**src/hw/rtl/assert_macros.svh**
```systemverilog
// Shared assertion macros
`ifndef ASSERT_MACROS_SVH
`define ASSERT_MACROS_SVH

// prop must hold at every clock edge outside reset
`define SPQ_ASSERT(lbl, clk, rst_n, prop) \
  lbl: assert property (@(posedge clk) disable iff (!rst_n) prop) \
    else $error("%m: assertion failed");

// cond must never be true outside reset
`define SPQ_ASSERT_NEVER(lbl, clk, rst_n, cond) \
  lbl: assert property (@(posedge clk) disable iff (!rst_n) !(cond)) \
    else $error("%m: forbidden condition seen");

`endif

```
**src/hw/rtl/spq_pkg.sv**
```systemverilog
package spq_pkg;

  localparam int CAPACITY_DEF = 64;
  localparam int SEV_W = 16;
  localparam int TAG_W = 16;

  typedef enum logic [1:0] {
    MODE_INSERT = 2'd0,
    MODE_SERVE  = 2'd1,
    MODE_CLEAR  = 2'd2
  } spq_mode_e;

  typedef enum logic [1:0] {
    ST_SERVED = 2'd0,
    ST_EMPTY  = 2'd1,
    ST_FULL   = 2'd2
  } spq_status_e;

  typedef struct packed {
    logic [SEV_W-1:0] sev;
    logic [TAG_W-1:0] tag;
  } spq_entry_t;

  // broadcast from the controller to every cell
  typedef struct packed {
    logic       ins;
    logic       srv;
    spq_entry_t ent;
  } spq_ctrl_t;

endpackage

```
**src/hw/rtl/spq_cell.sv**
```systemverilog
module spq_cell #(
  parameter int Capacity = spq_pkg::CAPACITY_DEF,
  parameter int CellIdx  = 0
) (
  input  logic                                clk_i,
  input  spq_pkg::spq_ctrl_t                  ctrl_i,
  input  logic [$clog2(Capacity+1)-1:0]       count_i,
  input  logic                                left_beat_i,
  input  spq_pkg::spq_entry_t                 left_entry_i,
  input  spq_pkg::spq_entry_t                 right_entry_i,
  output logic                                beat_o,
  output spq_pkg::spq_entry_t                 entry_o
);
  import spq_pkg::*;

  localparam int CntW = $clog2(Capacity + 1);
  localparam logic [CntW-1:0] IdxC = CntW'(CellIdx);

  spq_entry_t entry_q, entry_d;
  logic       occupied;

  // new word beats this cell if the cell is empty or the word outranks it; equal severity keeps the older entry ahead
  assign occupied = IdxC < count_i;
  assign beat_o   = !occupied || (ctrl_i.ent.sev > entry_q.sev);

  always_comb begin
    entry_d = entry_q;
    if (ctrl_i.ins && beat_o) begin
      entry_d = left_beat_i ? left_entry_i : ctrl_i.ent;
    end else if (ctrl_i.srv) begin
      entry_d = right_entry_i;
    end
  end

  always_ff @(posedge clk_i) begin
    entry_q <= entry_d;
  end

  assign entry_o = entry_q;

endmodule

```
**config.mk**
```make
export PLATFORM = sky130hd
export DESIGN_NAME = spq_cell
export DESIGN_NICKNAME = d
export VERILOG_FILES = /design/src/hw/rtl/assert_macros.svh /design/src/hw/rtl/spq_pkg.sv /design/src/hw/rtl/spq_cell.sv
export SDC_FILE = /design/constraint.sdc
export NUM_CORES = 1
export LEC_CHECK = 0
export BUFFER_PORTS_ARGS = -buffer_cell sky130_fd_sc_hd__clkbuf_2
export CAP_MARGIN = 20
export CORE_ASPECT_RATIO = 0.7
export CORE_MARGIN = 8
export CORE_UTILIZATION = 25
export CTS_CLUSTER_DIAMETER = 60
export DETAILED_ROUTE_END_ITERATION = 8
export PLACE_DENSITY_LB_ADDON = 0.3
export SLEW_MARGIN = 20
export SYNTH_ARGS = -nofsm -noshare
export SYNTH_HDL_FRONTEND = slang
export SYNTH_SLANG_ARGS = --single-unit
```
**constraint.sdc**
```tcl
create_clock -name clk_i -period 3.2 [get_ports clk_i]
set_input_delay 0.8 -clock clk_i [delete_from_list [all_inputs] [get_ports clk_i]]
set_output_delay 0.8 -clock clk_i [all_outputs]
set_load 0.005 [all_outputs]
```
# ---- Word level (Yosys, flattened, before mapping)
# Index checks and enable logic that the tools add are counted.
dict set report classes {
  mux 3
  n_reduce_logical 4
  n_lt_le_gt_ge 2
}
# cell n
set op_table {}
lappend op_table {{$mux W32} 3}
lappend op_table {{$gt A16 B16 Y1} 1}
lappend op_table {{$lt A1 B7 Y1 const A} 1}
lappend op_table {{$reduce_bool A2 Y1} 1}
lappend op_table {{$logic_and A1 B1 Y1} 1}
lappend op_table {{$logic_not A1 Y1} 1}
lappend op_table {{$logic_or A1 B1 Y1} 1}
dict set report word_totals {
  input_bits 107
  regBits 32
}

# ---- Depth between registers and ports, before layout
# Gate-level depths: netlist of run 1.
dict set report depth {
  word_depth 5
  ltp_mapped 9
  mapped_depth_nobuf 7
}

# ---- Least setup slack after synthesis of run 1
# OpenSTA, ideal clock, no wires.
dict set report synth_timing {
  kind {input to output}
  startpoint {input port ctrl_i[31] (netlist bit)}
  endpoint {output port beat_o}
  arrival_time_ns 2.328
  cell_stages 6
  slack_ns 0.072
  n_path_buf 0
  path_cell_list {ha_1 nand4_1 nor2_1 and4_1 or4b_2 a21o_2}
}
dict set report synth_via {
  elab_chain_len 2
}
# item line_no
set synth_lines {}
lappend synth_lines {{from (decl)} spq_cell.sv:6} ;# input spq_pkg::spq_ctrl_t ctrl_i,
lappend synth_lines {{$gt A16 B16 Y1} spq_cell.sv:24} ;# assign beat_o = !occupied || (ctrl_i.ent.sev > entry_q.sev);
lappend synth_lines {{$logic_or A1 B1 Y1} spq_cell.sv:24}
lappend synth_lines {{to (decl)} spq_cell.sv:11} ;# output logic beat_o,
# Every way passes these cells.

# ---- Final worst setup path of run 1
# Ends and elaborated chain as after synthesis.

==> report_table.html, run 1 <==
<table>
<tr><th>Metric</th><th>Value</th></tr>
<tr><th colspan="2">GRT</th></tr>
<tr><td>Congestion Overflow GR</td><td>0</td></tr>
<tr><td>Wire length of the first global-routing pass</td><td>12.2 mm</td></tr>
<tr><td>Vias in the first global route</td><td>2391</td></tr>
<tr><td>Initial antenna violation count</td><td>0</td></tr>
<tr><td>Maximum number of pins on one net before global-route repair</td><td>34</td></tr>
<tr><td>Total global routing track utilization</td><td>0.118</td></tr>
<tr><th colspan="2">Worst setup path</th></tr>
<tr><td>Kind of critical path</td><td>in2out</td></tr>
<tr><td>CP peak stage delay</td><td>490 ps</td></tr>
<tr><td>Worst reg2reg path depth</td><td>13</td></tr>
<tr><td>Arrival time reported for the critical path endpoint</td><td>2460 ps</td></tr>
<tr><td>Crit end category</td><td>primary output</td></tr>
<tr><td>Biggest fanout along the worst timing path</td><td>2</td></tr>
<tr><td>Crit Reg-Reg Startpoint</td><td>entry_o[31]</td></tr>
<tr><td>Capturing element of the worst setup path</td><td>beat_o</td></tr>
<tr><td>Slowest-stage cell, CP</td><td>sky130_fd_sc_hd__or4b_4</td></tr>
<tr><td>Crit path launch</td><td>ctrl_i[31]</td></tr>
<tr><td>Cell breakdown of the critical path</td><td>clkbuf_8 -&gt; ha_4 -&gt; nand4_1 -&gt; buf_4 -&gt; o21bai_1 -&gt; a21oi_1 -&gt; or4b_4 -&gt; a21o_2 -&gt; clkbuf_2</td></tr>
<tr><td>Reg-to-Reg End</td><td>entry_o[5]</td></tr>
<tr><td>Startpoint types</td><td>input pin</td></tr>
<tr><td>Required time of the critical path</td><td>about 2400 ps</td></tr>
<tr><td>R2R setup slack</td><td>180 ps</td></tr>
<tr><th colspan="2">Finish</th></tr>
<tr><td>Final core utilization</td><td>0.405</td></tr>
<tr><td>Fill count</td><td>903</td></tr>
<tr><td>Most common library cell in the layout ignoring fill and taps</td><td>sky130_fd_sc_hd__clkbuf_2</td></tr>
<tr><td>Total Nets Final</td><td>between 400 and 500</td></tr>
<tr><td>Count of antenna diodes in the layout</td><td>0</td></tr>
<tr><td>Ratio of cells with drive above 1 in the final layout</td><td>0.756</td></tr>
<tr><td>Storage cell area</td><td>961 um^2</td></tr>
<tr><td>Layout Area Growth over Synthesis</td><td>56.4%</td></tr>
<tr><td>Multi-input gate area</td><td>roughly 1400 um^2</td></tr>
<tr><td>Max reg flops</td><td>32</td></tr>
<tr><td>Most frequent cells in the layout</td><td>sky130_fd_sc_hd__clkbuf_2 (135), sky130_fd_sc_hd__mux2_2 (34), sky130_fd_sc_hd__edfxtp_1 (32), sky130_fd_sc_hd__mux2_4 (29)</td></tr>
<tr><td>Fin cells</td><td>about 460</td></tr>
<tr><th colspan="2">Detailed routing</th></tr>
<tr><td>Total via count in the routed design</td><td>about 2000</td></tr>
<tr><td>Via-to-Cell Ratio</td><td>4.36</td></tr>
<tr><td>Number of remaining DRC errors</td><td>0</td></tr>
<tr><td>Iteration-0 DRC count of the detailed router</td><td>55</td></tr>
<tr><td>Antenna Nets Post-Route</td><td>0</td></tr>
<tr><td>Iteration count of the initial detailed-routing pass</td><td>4</td></tr>
<tr><td>DRT Wirelength</td><td>approximately 7.6 mm</td></tr>
<tr><td>Average wire per standard cell</td><td>16.7 um</td></tr>
<tr><th colspan="2">Run</th></tr>
<tr><td>Max-cap check violation count</td><td>0</td></tr>
<tr><th colspan="2">Floorplanning</th></tr>
<tr><td>Placeable Area</td><td>between 9000 and 10000 um^2</td></tr>
<tr><td>Effective utilization at floorplan</td><td>0.259</td></tr>
<tr><td>Die span in y</td><td>97.4 um</td></tr>
<tr><td>Row count</td><td>29</td></tr>
<tr><td>Die Width</td><td>132 um</td></tr>
<tr><td>Ports placed on the boundary</td><td>140</td></tr>
<tr><td>Die outline area</td><td>12900 um^2</td></tr>
<tr><th colspan="2">Timing</th></tr>
<tr><td>Layout Skew</td><td>4.11 ps</td></tr>
<tr><td>Worst setup margin</td><td>-60.9 ps</td></tr>
<tr><td>Final min period</td><td>between 3000 and 4000 ps</td></tr>
<tr><td>Max_slew headroom</td><td>0.391</td></tr>
<tr><td>Final Hold Viols</td><td>0</td></tr>
<tr><td>Worst hold slack</td><td>827 ps</td></tr>
<tr><td>Slew at the pin with the worst max-slew slack</td><td>913 ps</td></tr>
<tr><td>Final setup violation count</td><td>1</td></tr>
<tr><td>Max Freq</td><td>307 MHz</td></tr>
<tr><td>Post-route clock period utilization</td><td>1.02</td></tr>
<tr><td>Final-report max-slew violation count</td><td>0</td></tr>
<tr><td>RSZ-0062 raised after global routing</td><td>true</td></tr>
<tr><th colspan="2">Clock tree</th></tr>
<tr><td>CTS Root Buffer Type</td><td>sky130_fd_sc_hd__clkbuf_16</td></tr>
<tr><td>Worst skew pair latency</td><td>270 ps</td></tr>
<tr><td>Buffer levels on the longest clock path</td><td>2</td></tr>
<tr><td>H-tree depth reported by CTS</td><td>2</td></tr>
<tr><td>Sink Count</td><td>32</td></tr>
<tr><td>Total CTS buffers</td><td>5</td></tr>
<tr><td>Clock slew seen by the registers of the worst setup and hold paths</td><td>50 ps</td></tr>
<tr><td>Cts-stage hold buffer count</td><td>0</td></tr>
<tr><td>Clock tree from TritonCTS</td><td>built</td></tr>
<tr><th colspan="2">Yosys</th></tr>
<tr><td>Top cells by area in the synthesized netlist</td><td>sky130_fd_sc_hd__edfxtp_1 (41%), sky130_fd_sc_hd__mux2_4 (18%), sky130_fd_sc_hd__mux2_2 (16%), sky130_fd_sc_hd__ha_1 (8.5%), sky130_fd_sc_hd__buf_12 (2.5%)</td></tr>
<tr><td>Yosys warnings</td><td>0</td></tr>
<tr><td>Mapped Nets</td><td>292</td></tr>
<tr><td>Portion of synthesized cell area occupied by the leading cell type</td><td>0.406</td></tr>
<tr><td>Seq/Total Area, Yosys</td><td>0.406</td></tr>
<tr><td>Largest area contributor in the netlist</td><td>sky130_fd_sc_hd__edfxtp_1</td></tr>
<tr><td>Synth Area per Inst</td><td>14.0 um^2</td></tr>
<tr><td>Mapped Area</td><td>2370 um^2</td></tr>
<tr><td>Number of register bits inferred by synthesis</td><td>32</td></tr>
<tr><td>Synthesized netlist cell count</td><td>around 170</td></tr>
<tr><td>Netlist cell types</td><td>28</td></tr>
<tr><th colspan="2">Power</th></tr>
<tr><td>Design Power</td><td>around 1.5 mW</td></tr>
<tr><td>Worst IR Drop VDD</td><td>0.183 mV</td></tr>
<tr><td>Leakage Power</td><td>1.77 nW</td></tr>
<tr><td>Power density relative to cell area</td><td>416 nW/um^2</td></tr>
<tr><th colspan="2">Outcome</th></tr>
<tr><td>Status</td><td>finished, violations left</td></tr>
<tr><td>Violated checks</td><td>negative setup slack</td></tr>
<tr><th colspan="2">Hold path</th></tr>
<tr><td>Hold crit path type</td><td>in2reg</td></tr>
<tr><th colspan="2">Placement</th></tr>
<tr><td>Detailed Place HPWL</td><td>5.92 mm</td></tr>
<tr><td>Number of placed instances, taps included</td><td>433</td></tr>
<tr><td>Place WS</td><td>-274 ps</td></tr>
<tr><td>RePlAce Congestion</td><td>0.697</td></tr>
<tr><td>Count of buffers inserted at the top-level ports</td><td>139</td></tr>
</table>
[cells in the mapped netlist (all sizes together)]
library cell	n
a2111o	1
a21boi	1
a21o	2
a21oi	6
and4	2
buf	4
clkbuf	4
edfxtp	32
ha	16
inv	16
mux2	63
nand2	6
nand3b	1
nand4	2
nor2	1
nor2b	1
nor4	2
o211ai	1
o21ai	3
o21bai	1
o311a	1
or2	1
or4	1
or4b	1
[what timing repair did]
action,CTS,global route
endpoints found under the setup margin,1,17
pin swaps,16,5
cloned,2,0
gates resized for setup,22,1
buffers inserted,14,2
[per-stage QoR]
| step | setup TNS, ps | area [um^2] |
|---|---|---|
| after floorplan | 0 | 2370 |
| after global placement | -1090 | 3250 |
| final | -60.9 | 3700 |
| after CTS | -29.3 | 3680 |
| after global routing | -113 | 3700 |
| after detailed placement | -1900 | 3250 |
[critical path: cells and delay by family]
kind            cells  cell delay, ps
compound gates      3             440
buf+inv             3             370
simple gates        2             630
fa+ha+maj           1             210
[how the worst min path moves through the flow]
| stage | from | endpoint | slack [ps] | cells past startpoint |
|---|---|---|---|---|
| after floorplan | right_entry_i[10] | entry_o[10] | 1020 | 1 |
| after global placement | right_entry_i[9] | entry_o[9] | 1100 | 2 |
| after detailed placement | right_entry_i[3] | entry_o[3] | 1100 | 2 |
| after CTS | right_entry_i[3] | entry_o[3] | 820 | 2 |
| after global routing | right_entry_i[23] | entry_o[23] | 820 | 2 |
| final | right_entry_i[3] | entry_o[3] | 830 | 2 |
[per-layer routing]
metal / vias up / track usage / part of all wire / routed length, um
met2: 98 / 0.199 / 0.46 / 3480
met3: 6 / 0.0599 / 0.11 / 838
met5: - / 0 / 0 / 0
li1: 966 / - / - / -
met4: 0 / 0.0313 / 0.010 / 76
met1: 917 / 0.130 / 0.42 / 3220
[layout make-up]
type | instances | share of cell area
multi-input cells | 113 | 0.371
inverters | 16 | 0.0162
clock inverters | 1 | 0.00135
flip-flops and latches | 32 | 0.260
well taps | 124 | 0.0419
repair buffers | 164 | 0.276
clock buffers | 6 | 0.0348
[report_power, final]
group | internal (mW) | switching, mW
clock network | 0.282 | 0.162
registers | 0.538 | 0.0244
logic | 0.317 | 0.217
total | 1.14 | 0.403
[kinds of logic (layout without fill, tap and decap cells)]
group | count (synthesis) | count (layout) | synth area share
compound gates | 16 | 16 | 0.0460
fa+ha+maj | 16 | 16 | 0.0846
buf+inv | 24 | 187 | 0.0619
flops | 32 | 32 | 0.406
mux | 63 | 63 | 0.346
simple gates | 18 | 18 | 0.0555
Note: power is estimated with default switching activity, not from simulation.
==> run 2, diff against run 1 <==
- SETUP_SLACK_MARGIN: unset -> 0.5
==> report_table.html, run 2 (synthesized netlist as in run 1, its figures left out) <==
<table>
<tr><th>Metric</th><th>Value</th></tr>
<tr><th colspan="2">Clock tree</th></tr>
<tr><td>Buffer levels on the longest clock path</td><td>2</td></tr>
<tr><td>Worst skew pair latency</td><td>280 ps</td></tr>
<tr><td>Clock tree from TritonCTS</td><td>built</td></tr>
<tr><td>Sink Count</td><td>32</td></tr>
<tr><td>Clock slew seen by the registers of the worst setup and hold paths</td><td>60 ps</td></tr>
<tr><td>H-tree depth reported by CTS</td><td>2</td></tr>
<tr><td>CTS Root Buffer Type</td><td>sky130_fd_sc_hd__clkbuf_16</td></tr>
<tr><td>Total CTS buffers</td><td>5</td></tr>
<tr><th colspan="2">Detailed routing</th></tr>
<tr><td>Average wire per standard cell</td><td>16.8 um</td></tr>
<tr><td>Total via count in the routed design</td><td>about 2000</td></tr>
<tr><td>Iteration count of the initial detailed-routing pass</td><td>3</td></tr>
<tr><td>Number of remaining DRC errors</td><td>0</td></tr>
<tr><td>Via-to-Cell Ratio</td><td>4.37</td></tr>
<tr><td>DRT Wirelength</td><td>7.54 mm</td></tr>
<tr><td>Antenna Nets Post-Route</td><td>0</td></tr>
<tr><td>Iteration-0 DRC count of the detailed router</td><td>56</td></tr>
<tr><th colspan="2">Outcome</th></tr>
<tr><td>Status</td><td>finished, violations left</td></tr>
<tr><td>Violated checks</td><td>negative setup slack</td></tr>
<tr><th colspan="2">Worst setup path</th></tr>
<tr><td>Cell breakdown of the critical path</td><td>buf_8 -&gt; ha_4 -&gt; nand4_1 -&gt; nor4_2 -&gt; a21boi_2 -&gt; or4b_4 -&gt; a21o_2 -&gt; clkbuf_2</td></tr>
<tr><td>Crit end category</td><td>primary output</td></tr>
<tr><td>Slowest-stage cell, CP</td><td>sky130_fd_sc_hd__or4b_4</td></tr>
<tr><td>Required time of the critical path</td><td>2400 ps</td></tr>
<tr><td>CP peak stage delay</td><td>510 ps</td></tr>
<tr><td>Kind of critical path</td><td>in2out</td></tr>
<tr><td>R2R setup slack</td><td>340 ps</td></tr>
<tr><td>Arrival time reported for the critical path endpoint</td><td>2430 ps</td></tr>
<tr><td>Biggest fanout along the worst timing path</td><td>3</td></tr>
<tr><td>Startpoint types</td><td>input pin</td></tr>
<tr><th colspan="2">Power</th></tr>
<tr><td>Worst IR Drop VDD</td><td>0.155 mV</td></tr>
<tr><td>Power density relative to cell area</td><td>424 nW/um^2</td></tr>
<tr><td>Design Power</td><td>1.56 mW</td></tr>
<tr><td>Leakage Power</td><td>roughly 1.7 nW</td></tr>
<tr><th colspan="2">GRT</th></tr>
<tr><td>Vias in the first global route</td><td>2298</td></tr>
<tr><td>Wire length of the first global-routing pass</td><td>11.8 mm</td></tr>
<tr><td>Total global routing track utilization</td><td>0.114</td></tr>
<tr><td>Congestion Overflow GR</td><td>0</td></tr>
<tr><td>Maximum number of pins on one net before global-route repair</td><td>34</td></tr>
<tr><td>Initial antenna violation count</td><td>0</td></tr>
<tr><th colspan="2">Finish</th></tr>
<tr><td>Count of antenna diodes in the layout</td><td>0</td></tr>
<tr><td>Max reg flops</td><td>32</td></tr>
<tr><td>Fin cells</td><td>449</td></tr>
<tr><td>Most frequent cells in the layout</td><td>sky130_fd_sc_hd__clkbuf_2 (135), sky130_fd_sc_hd__mux2_4 (32), sky130_fd_sc_hd__edfxtp_1 (32), sky130_fd_sc_hd__mux2_2 (31), sky130_fd_sc_hd__inv_1 (16)</td></tr>
<tr><td>Fill count</td><td>916</td></tr>
<tr><td>Summed area of non-filler cells in the final layout</td><td>around 3700 um^2</td></tr>
<tr><td>Ratio of cells with drive above 1 in the final layout</td><td>0.769</td></tr>
<tr><td>Final core utilization</td><td>0.402</td></tr>
<tr><td>Most common library cell in the layout ignoring fill and taps</td><td>sky130_fd_sc_hd__clkbuf_2</td></tr>
<tr><td>Layout Area Growth over Synthesis</td><td>55.3%</td></tr>
<tr><td>Total Nets Final</td><td>447</td></tr>
<tr><th colspan="2">Floorplanning</th></tr>
<tr><td>Die Width</td><td>132 um</td></tr>
<tr><td>Placeable Area</td><td>approximately 9100 um^2</td></tr>
<tr><td>Ports placed on the boundary</td><td>140</td></tr>
<tr><td>Row count</td><td>29</td></tr>
<tr><td>Die span in y</td><td>97.4 um</td></tr>
<tr><td>Effective utilization at floorplan</td><td>0.259</td></tr>
<tr><td>Die outline area</td><td>between 10000 and 15000 um^2</td></tr>
<tr><th colspan="2">Timing</th></tr>
<tr><td>Slew at the pin with the worst max-slew slack</td><td>between 900 and 1000 ps</td></tr>
<tr><td>Final-report max-slew violation count</td><td>0</td></tr>
<tr><td>Worst setup margin</td><td>-31.6 ps</td></tr>
<tr><td>Final min period</td><td>3230 ps</td></tr>
<tr><td>Final Hold Viols</td><td>0</td></tr>
<tr><td>Max Freq</td><td>309 MHz</td></tr>
<tr><td>Max_slew headroom</td><td>0.366</td></tr>
<tr><td>RSZ-0062 raised after global routing</td><td>true</td></tr>
<tr><td>Post-route clock period utilization</td><td>1.01</td></tr>
<tr><td>Layout Skew</td><td>4.45 ps</td></tr>
<tr><td>Worst hold slack</td><td>a little over 800 ps</td></tr>
<tr><td>Final setup violation count</td><td>1</td></tr>
<tr><th colspan="2">Placement</th></tr>
<tr><td>Detailed Place HPWL</td><td>~5.8 mm</td></tr>
<tr><td>Count of buffers inserted at the top-level ports</td><td>139</td></tr>
<tr><td>Number of placed instances, taps included</td><td>429</td></tr>
<tr><td>RePlAce Congestion</td><td>0.716</td></tr>
<tr><td>Area post-placement</td><td>between 3000 and 4000 um^2</td></tr>
<tr><th colspan="2">Run</th></tr>
<tr><td>Max-cap check violation count</td><td>0</td></tr>
<tr><th colspan="2">Hold path</th></tr>
<tr><td>Hold crit path type</td><td>in2reg</td></tr>
</table>
-- run 2: changes by cell type in the layout (fill, tap and decap cells not counted), moves of 2 or more --
cell | previous run | this run
sky130_fd_sc_hd__ha_4 | 7 | 10
sky130_fd_sc_hd__buf_4 | 16 | 7
sky130_fd_sc_hd__ha_1 | 9 | 6
sky130_fd_sc_hd__clkbuf_8 | 4 | 2
sky130_fd_sc_hd__buf_8 | 0 | 3
sky130_fd_sc_hd__mux2_4 | 29 | 32
sky130_fd_sc_hd__a21oi_2 | 0 | 3
sky130_fd_sc_hd__o21ai_0 | 3 | 1
sky130_fd_sc_hd__buf_16 | 2 | 0
sky130_fd_sc_hd__buf_12 | 4 | 2
sky130_fd_sc_hd__or2_4 | 1 | 4
sky130_fd_sc_hd__a21oi_1 | 6 | 3
sky130_fd_sc_hd__mux2_2 | 34 | 31
-- run 2: critical path: cells and delay by family --
kind / cells / cell delay (ps)
buffers and inverters: 2 / 210
AND/OR/NAND/NOR: 3 / 810
adder cells (fa/ha/maj): 1 / 210
AO/OA/AOI/OAI: 2 / 400
-- run 2: layer usage --
metal / routed length, um / global-route usage / vias to the layer above
met2: 3370 / 0.181 / 89
met1: 3440 / 0.139 / 916
met4: 85 / 0.0304 / 0
li1: - / - / 950
met5: 0 / 0 / -
met3: 649 / 0.0491 / 9
-- run 2: repair_timing --
action                                  4_1_cts  5_1_grt
cloned                                        3        1
endpoints found under the setup margin       65       65
pin swaps                                    13        4
setup buffers                                 5        3
gates resized for setup                       7       15
hold buffers                                  0        0
-- run 2: report_power, final --
group          switching, mW  internal, mW
combinational          0.221         0.313
sequential            0.0212         0.537
clock                  0.184         0.283
total                  0.426          1.13
-- run 2: through the flow --
step / TNS (ps) / worst slack, ps
after floorplan: 0 / 328
after global placement: -14.5 / -14.5
after detailed placement: -37.8 / -37.8
after CTS: -25.7 / -25.7
after global routing: -94.5 / -94.5
final: -31.6 / -31.6
-- run 2: final cells by class --
class / instances / area (um^2) / area share
clock inverter: 3 / 13.8 / 0.00375
tap: 124 / 155 / 0.0422
multi-input combinational: 116 / 1460 / 0.397
sequential: 32 / 961 / 0.262
timing repair buffer: 153 / 900 / 0.245
clock buffer: 5 / 125 / 0.0341
inverter: 16 / 60.1 / 0.0163
-- run 2: final timing paths --
path,cells past startpoint,end,startpoint
max,8,beat_o,ctrl_i[30]
max reg2reg,10,entry_o[1],entry_o[31]
min,2,entry_o[0],right_entry_i[0]
min reg2reg,6,entry_o[26],entry_o[16]
